<file path="config.mk">
export PLATFORM = sky130hd
export DESIGN_NAME = rbs_slab
export DESIGN_NICKNAME = d
export VERILOG_FILES = /design/src/rtl/rbs_pkg.sv /design/src/rtl/rbs_slab.sv
export SDC_FILE = /design/constraint.sdc
export NUM_CORES = 1
export LEC_CHECK = 0
export BUFFER_PORTS_ARGS = -buffer_cell sky130_fd_sc_hd__clkbuf_2
export CAP_MARGIN = 5
export CORE_ASPECT_RATIO = 1.75
export CORE_UTILIZATION = 51
export DETAILED_ROUTE_END_ITERATION = 8
export GPL_TIMING_DRIVEN = 0
export PLACE_DENSITY = 0.79
export SLEW_MARGIN = 10
export SYNTH_ARGS = -nofsm -noshare
export SYNTH_HDL_FRONTEND = slang
export SYNTH_SLANG_ARGS = --single-unit
</file>
<file path="constraint.sdc">
create_clock -name clk -period 4.35 [get_ports clk]
set_input_delay 0.435 -clock clk [delete_from_list [all_inputs] [get_ports clk]]
set_output_delay 0.435 -clock clk [all_outputs]
set_load 0.02 [all_outputs]
</file>
<file path="src/rtl/rbs_pkg.sv">
// shared types, widths and constants for the ray / box slab test
package rbs_pkg;

  // coordinate width; the fixed-point scale cancels in every ratio
  localparam int COORD_BITS = 16;
  localparam int AXES       = 3;
  localparam int OFF_BITS   = COORD_BITS + 1;
  localparam int PROD_BITS  = 2 * OFF_BITS;
  localparam int PAIRS      = AXES * (AXES - 1);

  typedef logic signed [COORD_BITS-1:0] coord_t;
  typedef logic signed [OFF_BITS-1:0]   off_t;
  typedef logic signed [PROD_BITS-1:0]  prod_t;
  typedef logic [1:0]                   axis_t;
  typedef logic [AXES-1:0]              axis_mask_t;

  // ordered axis pairs (i, j) with i != j
  localparam axis_t PAIR_I [PAIRS] = '{2'd0, 2'd0, 2'd1, 2'd1, 2'd2, 2'd2};
  localparam axis_t PAIR_J [PAIRS] = '{2'd1, 2'd2, 2'd0, 2'd2, 2'd0, 2'd1};

  // request payload
  typedef struct packed {
    coord_t ray_origin_x;
    coord_t ray_origin_y;
    coord_t ray_origin_z;
    coord_t ray_dir_x;
    coord_t ray_dir_y;
    coord_t ray_dir_z;
    coord_t box_min_x;
    coord_t box_min_y;
    coord_t box_min_z;
    coord_t box_max_x;
    coord_t box_max_y;
    coord_t box_max_z;
  } ray_box_t;

  // result payload
  typedef struct packed {
    logic hits_box;
  } hit_t;

  // per-axis slab interval as numerators over a positive denominator
  typedef struct packed {
    off_t [AXES-1:0] lo_n;
    off_t [AXES-1:0] hi_n;
    off_t [AXES-1:0] den;
    axis_mask_t      unbounded;
    logic            miss;
  } slab_t;

  // cross products for every ordered axis pair
  typedef struct packed {
    prod_t [PAIRS-1:0] near_p;
    prod_t [PAIRS-1:0] far_p;
    axis_mask_t        unbounded;
    logic              miss;
  } cross_t;

endpackage

</file>
<file path="src/rtl/rbs_slab.sv">
// stage 1: per-axis plane offsets, denominators and zero-direction checks
module rbs_slab import rbs_pkg::*; (
  input  logic     clk,
  input  logic     rst,
  input  logic     in_valid,
  output logic     in_ready,
  input  ray_box_t in_data,
  output logic     out_valid,
  input  logic     out_ready,
  output slab_t    out_data
);

  coord_t org  [AXES];
  coord_t dir  [AXES];
  coord_t bmin [AXES];
  coord_t bmax [AXES];
  slab_t  slab_next;

  // stage advances when empty or when the next stage takes its request
  assign in_ready = !out_valid || out_ready;

  always_comb begin
    org[0]  = in_data.ray_origin_x;
    org[1]  = in_data.ray_origin_y;
    org[2]  = in_data.ray_origin_z;
    dir[0]  = in_data.ray_dir_x;
    dir[1]  = in_data.ray_dir_y;
    dir[2]  = in_data.ray_dir_z;
    bmin[0] = in_data.box_min_x;
    bmin[1] = in_data.box_min_y;
    bmin[2] = in_data.box_min_z;
    bmax[0] = in_data.box_max_x;
    bmax[1] = in_data.box_max_y;
    bmax[2] = in_data.box_max_z;
  end

  // offsets to the near and far planes; planes swap for a negative direction
  always_comb begin
    slab_next = '0;
    for (int i = 0; i < AXES; i++) begin
      if (dir[i] == '0) begin
        slab_next.den[i] = off_t'(1);
        if (bmin[i] <= org[i] && org[i] <= bmax[i]) begin
          slab_next.unbounded[i] = 1'b1;
        end else begin
          slab_next.miss = 1'b1;
        end
      end else if (dir[i][COORD_BITS-1]) begin
        slab_next.lo_n[i] = off_t'(org[i]) - off_t'(bmax[i]);
        slab_next.hi_n[i] = off_t'(org[i]) - off_t'(bmin[i]);
        slab_next.den[i]  = -off_t'(dir[i]);
      end else begin
        slab_next.lo_n[i] = off_t'(bmin[i]) - off_t'(org[i]);
        slab_next.hi_n[i] = off_t'(bmax[i]) - off_t'(org[i]);
        slab_next.den[i]  = off_t'(dir[i]);
      end
    end
  end

  // valid register
  always_ff @(posedge clk) begin
    if (rst) begin
      out_valid <= 1'b0;
    end else if (in_ready) begin
      out_valid <= in_valid;
    end
  end

  // payload register
  always_ff @(posedge clk) begin
    if (in_ready && in_valid) begin
      out_data <= slab_next;
    end
  end

endmodule

</file>
## Word level (Yosys, flattened, before mapping)

Cells that the tools add are included.

| word-level totals | value |
|---|---|
| register bits after elaboration | 158 |
| input port bits | 196 |
| output and inout bits | 159 |
| word-level logic and storage cells | 71 |

| cells by class | value |
|---|---|
| $add $sub $neg | 15 |
| order comparisons | 6 |
| mux-type cells | 18 |
| bitwise gates (word level) | 3 |
| reductions and logical operators | 12 |

Operators with widths:

| kind | count |
|---|---|
| $sub A16 B16 Y17 | 12 |
| $mux W17 | 6 |
| $le A16 B16 Y1 | 6 |
| $neg A16 Y17 | 3 |
| $logic_not A16 Y1 | 3 |
| $mux W15 | 3 |
| $mux W1 | 9 |
| $reduce_or A2 Y1 | 3 |
| $logic_and A1 B1 Y1 | 4 |
| $not A1 Y1 | 3 |
| $logic_not A1 Y1 | 1 |
| $logic_or A1 B1 Y1 | 1 |

## Logic depth before layout (Yosys ltp)

Gate-level depths: netlist of the first run.

| logic depth | value |
|---|---|
| depth in word-level cells | 8 |
| depth in mapped cells | 11 |
| mapped depth without buffers | 11 |

## Worst setup path after synthesis of the first run

OpenSTA, ideal clock, no wires.

| timing path | value |
|---|---|
| kind | input to register |
| start point | in out_ready |
| end point | reg out_data[0] in the netlist's numbering, enable pin |
| library setup time | 0.535 ns |
| data arrival time | 4.327 ns |
| required time | 3.815 ns |
| slack | -0.512 ns |
| stages | 2 |
| buffers on the path | 0 |
| cell sequence | nand2b_1 > and2_1 |

| between the ends | value |
|---|---|
| word-level cells in the longest chain between the ends | 2 |

Ends and longest elaborated chain:

| element | RTL line | text |
|---|---|---|
| start, declared | rbs_slab.sv:9 | `input logic out_ready,` |
| $logic_or A1 B1 Y1 | rbs_slab.sv:20 | `assign in_ready = !out_valid \|\| out_ready;` |
| $logic_and A1 B1 Y1 | rbs_slab.sv:71 | `if (in_ready && in_valid) begin` |
| end signal, assigned | rbs_slab.sv:72 | `out_data <= slab_next;` |
| end, declared | rbs_slab.sv:10 | `output slab_t out_data` |

No other way between the ends.
A chain may end at the register's enable or synchronous reset.

==> summary.txt, run 1 <==
Status = finished clean
Hold_ws = 0.110 ns
Measured slew at the worst slew-check pin = 0.840 ns
Resized Gates After CTS = 0
ANT nets after route = 0
Worst Clk Skew = 0.0107 ns
Starting DRC count in detailed routing = 840
Reg2reg setup slack = 2.53 ns
Number of standard cells after synthesis = 1907
Final-layout fill cell count = 2856
Multi-input logic area = 10500 um2
Hold Path Cell Cnt = 2
Kind of end point of the critical path = register
Area of the mapped netlist = 16400 um2
Wire length of the first global-routing pass = 86900 um
Count of unique library cells instantiated by Yosys = 90
Clock insertion delay at the later pin of the skew report = 0.47 ns
Largest fanout on the critical path = 9
Syn. warnings = 0
TritonCTS clock tree = done
Die Y = 239 um
Total of hold buffers inserted after clock tree synthesis = 0
H-tree depth reported by CTS = 4
Depth of the worst register-to-register path = 3
Initial antenna violation count = 2
Endpoint of the worst register-to-register path = out_data[154]$_SDFFCE_PP0P_
Cts bufs inserted = 17
Class of the most critical setup path = in2reg
Clock buffer depth = 2
Setup violators final = 0
Ratio of cells with drive above 1 in the final layout = 0.191
Pin count of the biggest net entering global routing = 58
Share of synthesized area occupied by flip-flops and latches = 0.289
Part of the cycle the worst path needs = 0.712
Worst path required time = 4.55 ns
Critical R2R Launch = out_valid$_SDFFE_PP0N_
Clock Sinks = 158
Min-delay src = rst
Number of hold violations in the final report = 0
Setup Slack @ Placement = 0.810 ns
Leakage power = 9.16 nW
Relative slew slack = 0.436
Total nets after synthesis = 2313
Die area = 32900 um2
Critical path launch point type = input pin
Uppermost layer routed = met4
WL met3 = 3550 um
Routed wire length per instance = 21.7 um
Total number of placement rows = 86
Top-level I/O count = 355
Die boundary width = 137 um
Placeable core area = 31500 um2
Number of antenna repair diodes = 0
Post-CTS Setup Repair Bufs = 0
Worst VDD drop = 0.305 mV
Drt pass-1 iters = 5
Starting Density = 0.520
Number of pins exceeding their max-slew limit in the final report = 0
Synthesized area per cell = 8.59 um2
Max frequency = 323 MHz
Setup slack of the critical path after layout = 1.25 ns
Post-route met1 wirelength = 19900 um
Flip-flop and latch count after synthesis = 158
Main synth FF type = sky130_fd_sc_hd__edfxtp_1
DRC errors left = 0
Min-Delay Endpoint = out_valid$_SDFFE_PP0N_
Routed vias = 15.7k
Placed wire-length estimate = 48600 um
Register area = 4730 um2
Via count of the first global-routing pass = 15.8k
Fin nets = 2688
Arrival time at the worst endpoint = 3.29 ns
Clock transition at the register clock pins on the worst setup and hold paths after CTS = 0.08 ns
Tightest Hold Check Type = in2reg
Total global routing overflow = 0
Number of maximum-capacitance violations = 0
Library cell used as clock root buffer = sky130_fd_sc_hd__clkbuf_16
Per-cell via count in the routed design = 5.84
IO buf count = 354
GP Congestion = 1.01
Final-layout setup total negative slack = 0 ns
PD cells = 303 nW/um2
Met2 wire length = 30400 um
Total routing resource utilization after global routing = 0.357
Layout-stage area growth over the synthesis result = 17.8%
Final routed wirelength across all metal layers = 58400 um
Unrepaired setup endpoints after global routing = no
Fraction of registers with async set or reset after synthesis = 0
Number of synthesized flops with an enable pin = 157
Time the worst path needs with I/O delays and setup = 3.10 ns
[synthesized netlist by cell type (all sizes together) (15+ instances only)]
master | n | area share
nor2b | 49 | 0.019
o22ai | 15 | 0.0057
xnor2 | 127 | 0.068
nor3 | 52 | 0.017
a31oi | 24 | 0.0092
a211oi | 30 | 0.014
nand4 | 15 | 0.0057
a21o | 68 | 0.031
and3 | 22 | 0.0090
nand2b | 34 | 0.013
o31ai | 19 | 0.0095
a21oi | 134 | 0.041
clkbuf | 69 | 0.016
a22o | 18 | 0.0096
inv | 188 | 0.043
buf | 28 | 0.0090
nor2 | 154 | 0.035
ha | 198 | 0.15
or3 | 27 | 0.011
nand2 | 120 | 0.028
nand3 | 27 | 0.0082
edfxtp | 157 | 0.29
and2 | 22 | 0.0084
o21ai | 99 | 0.030
xor2 | 47 | 0.025
[cell usage in the layout (no fill, tap or decap), drive strengths merged, types with 7 or more instances in the layout]
cell | synthesis | routed
clkinv | 2 | 10
mux2i | 10 | 10
and3 | 22 | 22
o21a | 14 | 14
clkbuf | 69 | 440
edfxtp | 157 | 157
nand2 | 120 | 120
nand2b | 34 | 34
a21oi | 134 | 134
nand3 | 27 | 27
a211oi | 30 | 30
a21boi | 8 | 8
o21ai | 99 | 99
nor4 | 8 | 8
o22ai | 15 | 15
and2 | 22 | 22
nand4 | 15 | 15
or3 | 27 | 27
ha | 198 | 198
o211ai | 10 | 10
o21bai | 9 | 9
xor2 | 47 | 47
buf | 28 | 30
xnor2 | 127 | 127
fa | 12 | 12
nor3 | 52 | 52
a31oi | 24 | 24
inv | 188 | 194
o31ai | 19 | 19
a21o | 68 | 68
or4 | 7 | 7
a22o | 18 | 18
nor2 | 154 | 154
or2 | 8 | 8
nor2b | 49 | 49
[layout make-up]
type	count	share of cell area
clock buffer	17	0.0220
clock inverter	15	0.00901
timing repair buffer	356	0.0946
sequential	158	0.245
buffer	97	0.0211
multi-input combinational	1462	0.545
tap	396	0.0257
inverter	190	0.0369
[worst max-delay path: stages]
cell	delay, ns
sky130_fd_sc_hd__clkbuf_2	0.11
sky130_fd_sc_hd__inv_1	0.04
sky130_fd_sc_hd__ha_1	0.26
sky130_fd_sc_hd__clkbuf_1	0.51
sky130_fd_sc_hd__nand4_1	0.36
sky130_fd_sc_hd__nor4_1	0.53
sky130_fd_sc_hd__o32a_1	0.25
sky130_fd_sc_hd__o21a_1	0.12
sky130_fd_sc_hd__o2111a_1	0.18
sky130_fd_sc_hd__o31ai_1	0.16
sky130_fd_sc_hd__nand2_1	0.19
sky130_fd_sc_hd__o221ai_1	0.14
[sequential cells by signal (all words and copies together), names as in the netlist]
signal,count
out_valid,1
out_data,157
[layer usage]
metal | track usage | up-vias
met4 | 0.268 | 0
li1 | - | 7468
met3 | 0.0619 | 218
met5 | 0 | -
met2 | 0.658 | 684
met1 | 0.344 | 7337
[worst max path at each step]
stage | startpoint | end | slack (ns) | depth (start not counted)
finish | in_data[15] | out_data[0]$_DFFE_PP_ | 1.25 | 12
global route | in_data[15] | out_data[0]$_DFFE_PP_ | 1.17 | 12
CTS | in_data[15] | out_data[0]$_DFFE_PP_ | 1.30 | 12
detailed placement | in_data[15] | out_data[0]$_DFFE_PP_ | 0.81 | 12
global placement | out_ready | out_data[44]$_SDFFCE_PP0P_ | 0.58 | 3
floorplan | out_ready | out_data[0]$_DFFE_PP_ | 1.23 | 2
[report_power, final]
part,total (mW),internal [mW],switching [mW],leakage [nW]
Sequential,1.95,1.90,0.0493,1.54
Clock,1.57,0.773,0.800,0.290
Combinational,2.33,0.867,1.46,7.33
[metrics by stage]
| stage | utilization | cell area (um2) | power, mW | std cells |
|---|---|---|---|---|
| 2_1_floorplan | - | 16400 | 3.52 | 1907 |
| 3_3_place_gp | 0.592 | 18700 | 4.25 | 2657 |
| 3_5_place_dp | 0.593 | 18700 | 4.27 | 2659 |
| 4_1_cts | 0.612 | 19300 | 5.83 | 2691 |
| 5_1_grt | 0.612 | 19300 | 6.11 | 2691 |
| 6_report | 0.612 | 19300 | 5.85 | 2691 |
[cells by family (layout without fill, tap and decap cells)]
kind of cell / count (synthesis) / count (layout) / synth area share
AOI/OAI and AO/OA: 507 / 507 / 0.204
xor gates and xnor gates: 174 / 174 / 0.0930
adders and majority gates: 210 / 210 / 0.166
buffers and inverters: 287 / 675 / 0.0684
DFF: 158 / 158 / 0.289
muxes: 11 / 11 / 0.00680
and+or+nand+nor: 560 / 560 / 0.173
No activity file was read; power rests on OpenSTA's default activity.
==> inputs of run 2 (changes only) <==
- ABC_AREA: unset -> 1
- CORE_UTILIZATION: 51 -> 52
- clock period: 4.35 -> 2.6 ns (I/O delays scaled with it)
==> run 2 against run 1 <==
  * Critical endpoint unchanged
  * Die area is 6.9% higher
  * Clock-buffer cell count stayed put
  * Highest routed layer is now met5
  * First-iteration DRC count is 77% higher
==> summary.txt, run 2 <==
Die area = 35100 um2
Die boundary width = 142 um
Kind of end point of the critical path = register
Status = finished clean
Relative slew slack = 0.303
Routed vias = 20.1k
Total number of placement rows = 89
CP most frequent cell = sky130_fd_sc_hd__nand2_1
Pin count of the biggest net entering global routing = 30
Setup slack of the critical path after layout = 0.188 ns
Final routed wirelength across all metal layers = 76800 um
Worst path required time = 2.83 ns
Worst VDD drop = 0.553 mV
Library cell used as clock root buffer = sky130_fd_sc_hd__clkbuf_16
Time the worst path needs with I/O delays and setup = 2.41 ns
Top flop regs = out_data: 157 flops, out_valid: 1 flops
Class of the most critical setup path = in2reg
Largest fanout on the critical path = 7
Top-level I/O count = 355
ANT nets after route = 0
Via count of the first global-routing pass = 20.1k
Max reg flops = 157
Count of unique library cells instantiated by Yosys = 48
Main synth FF type = sky130_fd_sc_hd__edfxtp_1
Setup violators final = 0
Multi-input logic area = 11100 um2
Number of synthesized flops with an enable pin = 157
Wire length of the first global-routing pass = 113000 um
Tightest Hold Check Type = in2reg
Slowest Stage Delay on Critical Path = 0.34 ns
Number of maximum-capacitance violations = 0
Number of standard cells after synthesis = 2652
Drt pass-1 iters = 6
Most common cell after layout, fill and taps aside = sky130_fd_sc_hd__nand2_1
Post-Layout Cell Count = 3506
Leading cell types by total area after synthesis = sky130_fd_sc_hd__edfxtp_1 26%, sky130_fd_sc_hd__ha_1 14%, sky130_fd_sc_hd__nand2_1 14%, sky130_fd_sc_hd__inv_1 9.0%, sky130_fd_sc_hd__a21oi_1 8.5%
Unrepaired setup endpoints after global routing = no
Post-layout total power = 10.1 mW
Most used standard cell by instance count after synthesis = sky130_fd_sc_hd__nand2_1
Number of hold violations in the final report = 0
Measured slew at the worst slew-check pin = 1.05 ns
Area post-placement = 20400 um2
Cell family with the largest share of critical-path delay = simple AND/OR/NAND/NOR gates
IO buf count = 354
GP Congestion = 1.04
Worst Clk Skew = 0.0186 ns
Most frequent cells after synthesis = 652 x sky130_fd_sc_hd__nand2_1, 427 x sky130_fd_sc_hd__inv_1, 304 x sky130_fd_sc_hd__a21oi_1, 230 x sky130_fd_sc_hd__nor2_1, 211 x sky130_fd_sc_hd__nand3_1
Share of synthesized area occupied by flip-flops and latches = 0.265
Initial antenna violation count = 4
Total global routing overflow = 0
Total routing resource utilization after global routing = 0.442
Number of pins exceeding their max-slew limit in the final report = 0
Die Y = 247 um
Leakage power = 11.2 nW
Total nets after synthesis = 3058
Part of the cycle the worst path needs = 0.928
Clock transition at the register clock pins on the worst setup and hold paths after CTS = 0.08 ns
Placed cell count = 3467
Buffering stage count on the worst path with inverters included = 3
Routed wire length per instance = 21.9 um
Max frequency = 415 MHz
H-tree depth reported by CTS = 4
Fraction of post-synthesis cell area in the top cell type by area = 0.264
Hold_ws = 0.0799 ns
Critical path launch point type = input pin
Flip-flop and latch count after synthesis = 158
Final-layout fill cell count = 3188
Starting DRC count in detailed routing = 1487
Ratio of cells with drive above 1 in the final layout = 0.165
Per-cell via count in the routed design = 5.72
Clock Sinks = 158
Core utilization of the finished layout = 0.622
PD cells = 483 nW/um2
Syn. warnings = 0
Fin nets = 3438
Layout-stage area growth over the synthesis result = 17.6%
Fraction of registers with async set or reset after synthesis = 0
Setup Slack @ Placement = -0.153 ns
Arrival time at the worst endpoint = 2.64 ns
Summed area of non-filler cells in the final layout = 21000 um2
Starting Density = 0.529
TritonCTS clock tree = done
Reg2reg setup slack = 0.82 ns
Area of the mapped netlist = 17900 um2
Final-layout setup total negative slack = 0 ns
Placed wire-length estimate = 62700 um
Slowest cell on the critical path = sky130_fd_sc_hd__nor2_2
Cts bufs inserted = 17
Clock buffer depth = 2
Post-CTS Setup Repair Bufs = 0
DRC errors left = 0
Largest register by flop count = out_data
Yosys top cell by area = sky130_fd_sc_hd__edfxtp_1
Highest-count cells in the layout ignoring fill and taps = 652 x sky130_fd_sc_hd__nand2_1, 427 x sky130_fd_sc_hd__inv_1, 380 x sky130_fd_sc_hd__clkbuf_2
Ordered cell list for the critical path = clkbuf_2 -> inv_1 -> ha_1 -> clkbuf_2 -> nand2_1 -> nor2_2 -> nand3_1 -> nand3_2 -> nand2_1 -> nand2_1 -> nand2_1 -> nand2_1 -> nand2_1 -> nand2_1 -> nand3_1
Placeable core area = 33700 um2
Clock insertion delay at the later pin of the skew report = 0.48 ns
Register area = 4740 um2
Synthesized area per cell = 6.74 um2
==> run 2: where the power goes <==
group          total, mW  internal, mW  switching [mW]
combinational       4.23          1.31            2.92
clock               2.68          1.31            1.37
sequential          3.24          3.15          0.0901
total               10.1          5.77            4.38
==> run 2: path summary, 6_finish.rpt <==
path | cells after the start | start | endpoint
max | 15 | in_data[23] | out_data[0]$_DFFE_PP_
min | 3 | in_valid | out_valid$_SDFFE_PP0N_
max reg2reg | 4 | out_valid$_SDFFE_PP0N_ | out_data[79]$_SDFFCE_PP0P_
min reg2reg | 2 | out_valid$_SDFFE_PP0N_ | out_valid$_SDFFE_PP0N_
==> run 2: layout make-up <==
class / count / share of cell area
multi-input combinational: 1975 / 0.529
tap: 455 / 0.0271
clock buffer: 17 / 0.0203
timing repair buffer: 361 / 0.0913
clock inverter: 15 / 0.00882
sequential: 158 / 0.226
inverter: 434 / 0.0776
buffer: 85 / 0.0199
antenna: 6 / 0.000715
==> run 2: worst min-delay path, stage by stage <==
cell and delay (ns):
sky130_fd_sc_hd__clkbuf_2 0.08, sky130_fd_sc_hd__inv_1 0.11, sky130_fd_sc_hd__a21oi_1 0.08
==> run 2: cells by family (layout without fill, tap and decap cells) <==
family,Yosys count,in the layout,synth area share
AO/OA/AOI/OAI,510,510,0.153
AND/OR/NAND/NOR,1173,1173,0.275
flip-flops,158,158,0.265
buffers and inverters,519,912,0.115
XOR/XNOR,82,82,0.0402
adder cells (fa/ha/maj),210,210,0.152
other,0,6,0
==> run 2: what timing repair did <==
action / in CTS / in global routing
endpoints found under the setup margin: 0 / 4
hold buffers: 1 / 0
gates resized for setup: 0 / 2
hold endpoints to repair: 1 / 0
==> run 2: layer usage <==
metal	part of all wire	global-route usage	up-vias	routed length [um]
met1	0.31	0.407	9178	24000
met3	0.088	0.115	415	6730
met2	0.49	0.764	1110	37500
met5	0.00017	0	-	13
met4	0.11	0.453	2	8560
li1	-	-	9349	-
==> inputs of run 3 (changes only) <==
- clock period: 2.6 -> 2 ns (I/O delays scaled with it)
==> run 3 against run 2 <==
  * Utilization grew 0.53 points
  * Highest routed layer unchanged
  * Power grew 31%
  * Combinational power grew 32%
  * Clock-buffer cell count is the same
  * Global-route usage is the same
  * Die area is the same
  * Routed wire length is essentially flat
  * Design area grew 0.85%
  * Via count grew 0.28%
  * The run now ends with setup timing left
  * Sequential power grew 30%
  * Flip-flop and latch count is the same
  * Clock power grew 30%
==> summary.txt, run 3 (synthesis gave the netlist of run 2 again) <==
Post-layout total power = 13.3 mW
Largest fanout on the critical path = 7
Relative slew slack = 0.296
Pin count of the biggest net entering global routing = 30
Leakage power = 11.2 nW
Starting Density = 0.529
Worst path required time = 2.23 ns
GP Congestion = 1.04
Hold_ws = 0.0199 ns
Clock buffer depth = 2
Die boundary width = 142 um
Starting DRC count in detailed routing = 1411
Layout-stage area growth over the synthesis result = 18.6%
Die Y = 247 um
Arrival time at the worst endpoint = 2.26 ns
Ratio of cells with drive above 1 in the final layout = 0.177
Cts bufs inserted = 17
PD cells = 626 nW/um2
Number of maximum-capacitance violations = 0
Summed area of non-filler cells in the final layout = 21200 um2
Total number of placement rows = 89
Clock Sinks = 158
Placed wire-length estimate = 62700 um
Number of hold violations in the final report = 0
Slowest Stage Delay on Critical Path = 0.28 ns
Total global routing overflow = 0
Routed vias = 20.1k
Die area = 35100 um2
Max reg flops = 157
CP most frequent cell = sky130_fd_sc_hd__nand2_1
Measured slew at the worst slew-check pin = 1.06 ns
Hold Path Cell Cnt = 3
Library cell used as clock root buffer = sky130_fd_sc_hd__clkbuf_16
Clock transition at the register clock pins on the worst setup and hold paths after CTS = 0.08 ns
Endpoint of the worst register-to-register path = out_data[131]$_SDFFCE_PP0P_
Ordered cell list for the critical path = clkbuf_2 -> inv_1 -> ha_1 -> clkbuf_2 -> nand2_2 -> inv_1 -> a21oi_1 -> nand3_2 -> nand2_1 -> nand3_1 -> nand2_1 -> nand2_1 -> nand2_2 -> nand3_1
Most common cell after layout, fill and taps aside = sky130_fd_sc_hd__nand2_1
Status = finished with violations
Routed wire length per instance = 21.9 um
Setup violators final = 1
Total routing resource utilization after global routing = 0.442
Clock insertion delay at the later pin of the skew report = 0.48 ns
ANT nets after route = 0
Time the worst path needs with I/O delays and setup = 2.03 ns
DRC errors left = 0
Part of the cycle the worst path needs = 1.01
Worst Clk Skew = 0.0188 ns
Violations in the final reports = setup timing
Slowest cell on the critical path = sky130_fd_sc_hd__ha_1
IO buf count = 354
Max frequency = 493 MHz
Setup slack of the critical path after layout = -0.0298 ns
Highest-count cells in the layout ignoring fill and taps = 646 x sky130_fd_sc_hd__nand2_1, 426 x sky130_fd_sc_hd__inv_1, 380 x sky130_fd_sc_hd__clkbuf_2
Kind of end point of the critical path = register
Fin nets = 3441
Via count of the first global-routing pass = 20.2k
Top-level I/O count = 355
Placeable core area = 33700 um2
TritonCTS clock tree = done
Wire length of the first global-routing pass = 113000 um
Drt pass-1 iters = 6
Worst VDD drop = 0.718 mV
Critical R2R Launch = out_valid$_SDFFE_PP0N_
Min-Delay Endpoint = out_valid$_SDFFE_PP0N_
Largest register by flop count = out_data
Unrepaired setup endpoints after global routing = yes
Tightest Hold Check Type = in2reg
Initial antenna violation count = 3
Class of the most critical setup path = in2reg
Critical path launch point type = input pin
Reg2reg setup slack = 0.24 ns
Final routed wirelength across all metal layers = 76900 um
Area post-placement = 20400 um2
Number of pins exceeding their max-slew limit in the final report = 0
Depth of the worst register-to-register path = 4
Top flop regs = out_data: 157 flops, out_valid: 1 flops
H-tree depth reported by CTS = 4
Min-delay src = in_valid
Per-cell via count in the routed design = 5.73
Final-layout fill cell count = 3163
==> run 3: per-stage QoR <==
stage | setup TNS [ns] | instances | utilization | setup slack [ns]
6_report | -0.0298 | 3508 | 0.628 | -0.0298
4_1_cts | 0 | 3501 | 0.623 | 0.00484
5_1_grt | -0.100 | 3503 | 0.627 | -0.100
3_3_place_gp | -395.20 | 3461 | 0.599 | -2.37
3_5_place_dp | -29.28 | 3467 | 0.603 | -0.693
2_1_floorplan | -227.50 | 2652 | - | -1.45
==> run 3: per-layer routing <==
metal / vias to the layer above / share of wire / track usage
met3: 427 / 0.085 / 0.116
met4: 6 / 0.11 / 0.442
met1: 9185 / 0.31 / 0.408
li1: 9364 / - / -
met2: 1129 / 0.49 / 0.768
met5: - / 0.00051 / 0
==> run 3: worst max-delay path by stage <==
stage | from | end | slack [ns] | cells after the start
3_3_place_gp | out_valid$_SDFFE_PP0N_ | out_data[133]$_SDFFCE_PP0P_ | -2.37 | 1
4_1_cts | in_data[128] | out_data[20]$_SDFFCE_PP0P_ | 0.005 | 13
6_report | in_data[23] | out_data[0]$_DFFE_PP_ | -0.03 | 14
2_1_floorplan | out_valid$_SDFFE_PP0N_ | out_data[0]$_DFFE_PP_ | -1.45 | 1
5_1_grt | in_data[7] | out_data[0]$_DFFE_PP_ | -0.10 | 15
3_5_place_dp | in_data[7] | out_data[0]$_DFFE_PP_ | -0.69 | 15
==> run 3: final cells by class <==
class | instances | area [um2] | share of cell area
buffer | 85 | 420 | 0.0198
sequential | 158 | 4740 | 0.224
inverter | 434 | 1630 | 0.0770
timing repair buffer | 364 | 1940 | 0.0916
clock inverter | 15 | 185 | 0.00874
clock buffer | 17 | 425 | 0.0201
tap | 455 | 569 | 0.0269
antenna | 5 | 12.5 | 0.000591
multi-input combinational | 1975 | 11300 | 0.532
==> run 3: worst max-delay path, delay by kind of cell <==
kind,cells,cell delay [ns]
fa+ha+maj,1,0.28
simple gates,8,1.18
compound gates,1,0.17
buf+inv,4,0.42
==> run 3: power by group <==
part	total, mW	leakage [nW]	internal (mW)	switching, mW
sequential	4.21	1.53	4.10	0.113
clock	3.48	0.293	1.70	1.78
combinational	5.57	9.40	1.73	3.83
total	13.3	11.2	7.53	5.72
==> run 3: timing repair <==
| item | CTS | global route |
|---|---|---|
| hold endpoints to repair | 1 | 0 |
| buffers inserted | 1 | 2 |
| cloned | 0 | 0 |
| gates resized for setup | 11 | 40 |
| setup endpoints to repair | 8 | 52 |
| pin swaps | 0 | 6 |
| hold buffers | 1 | 0 |
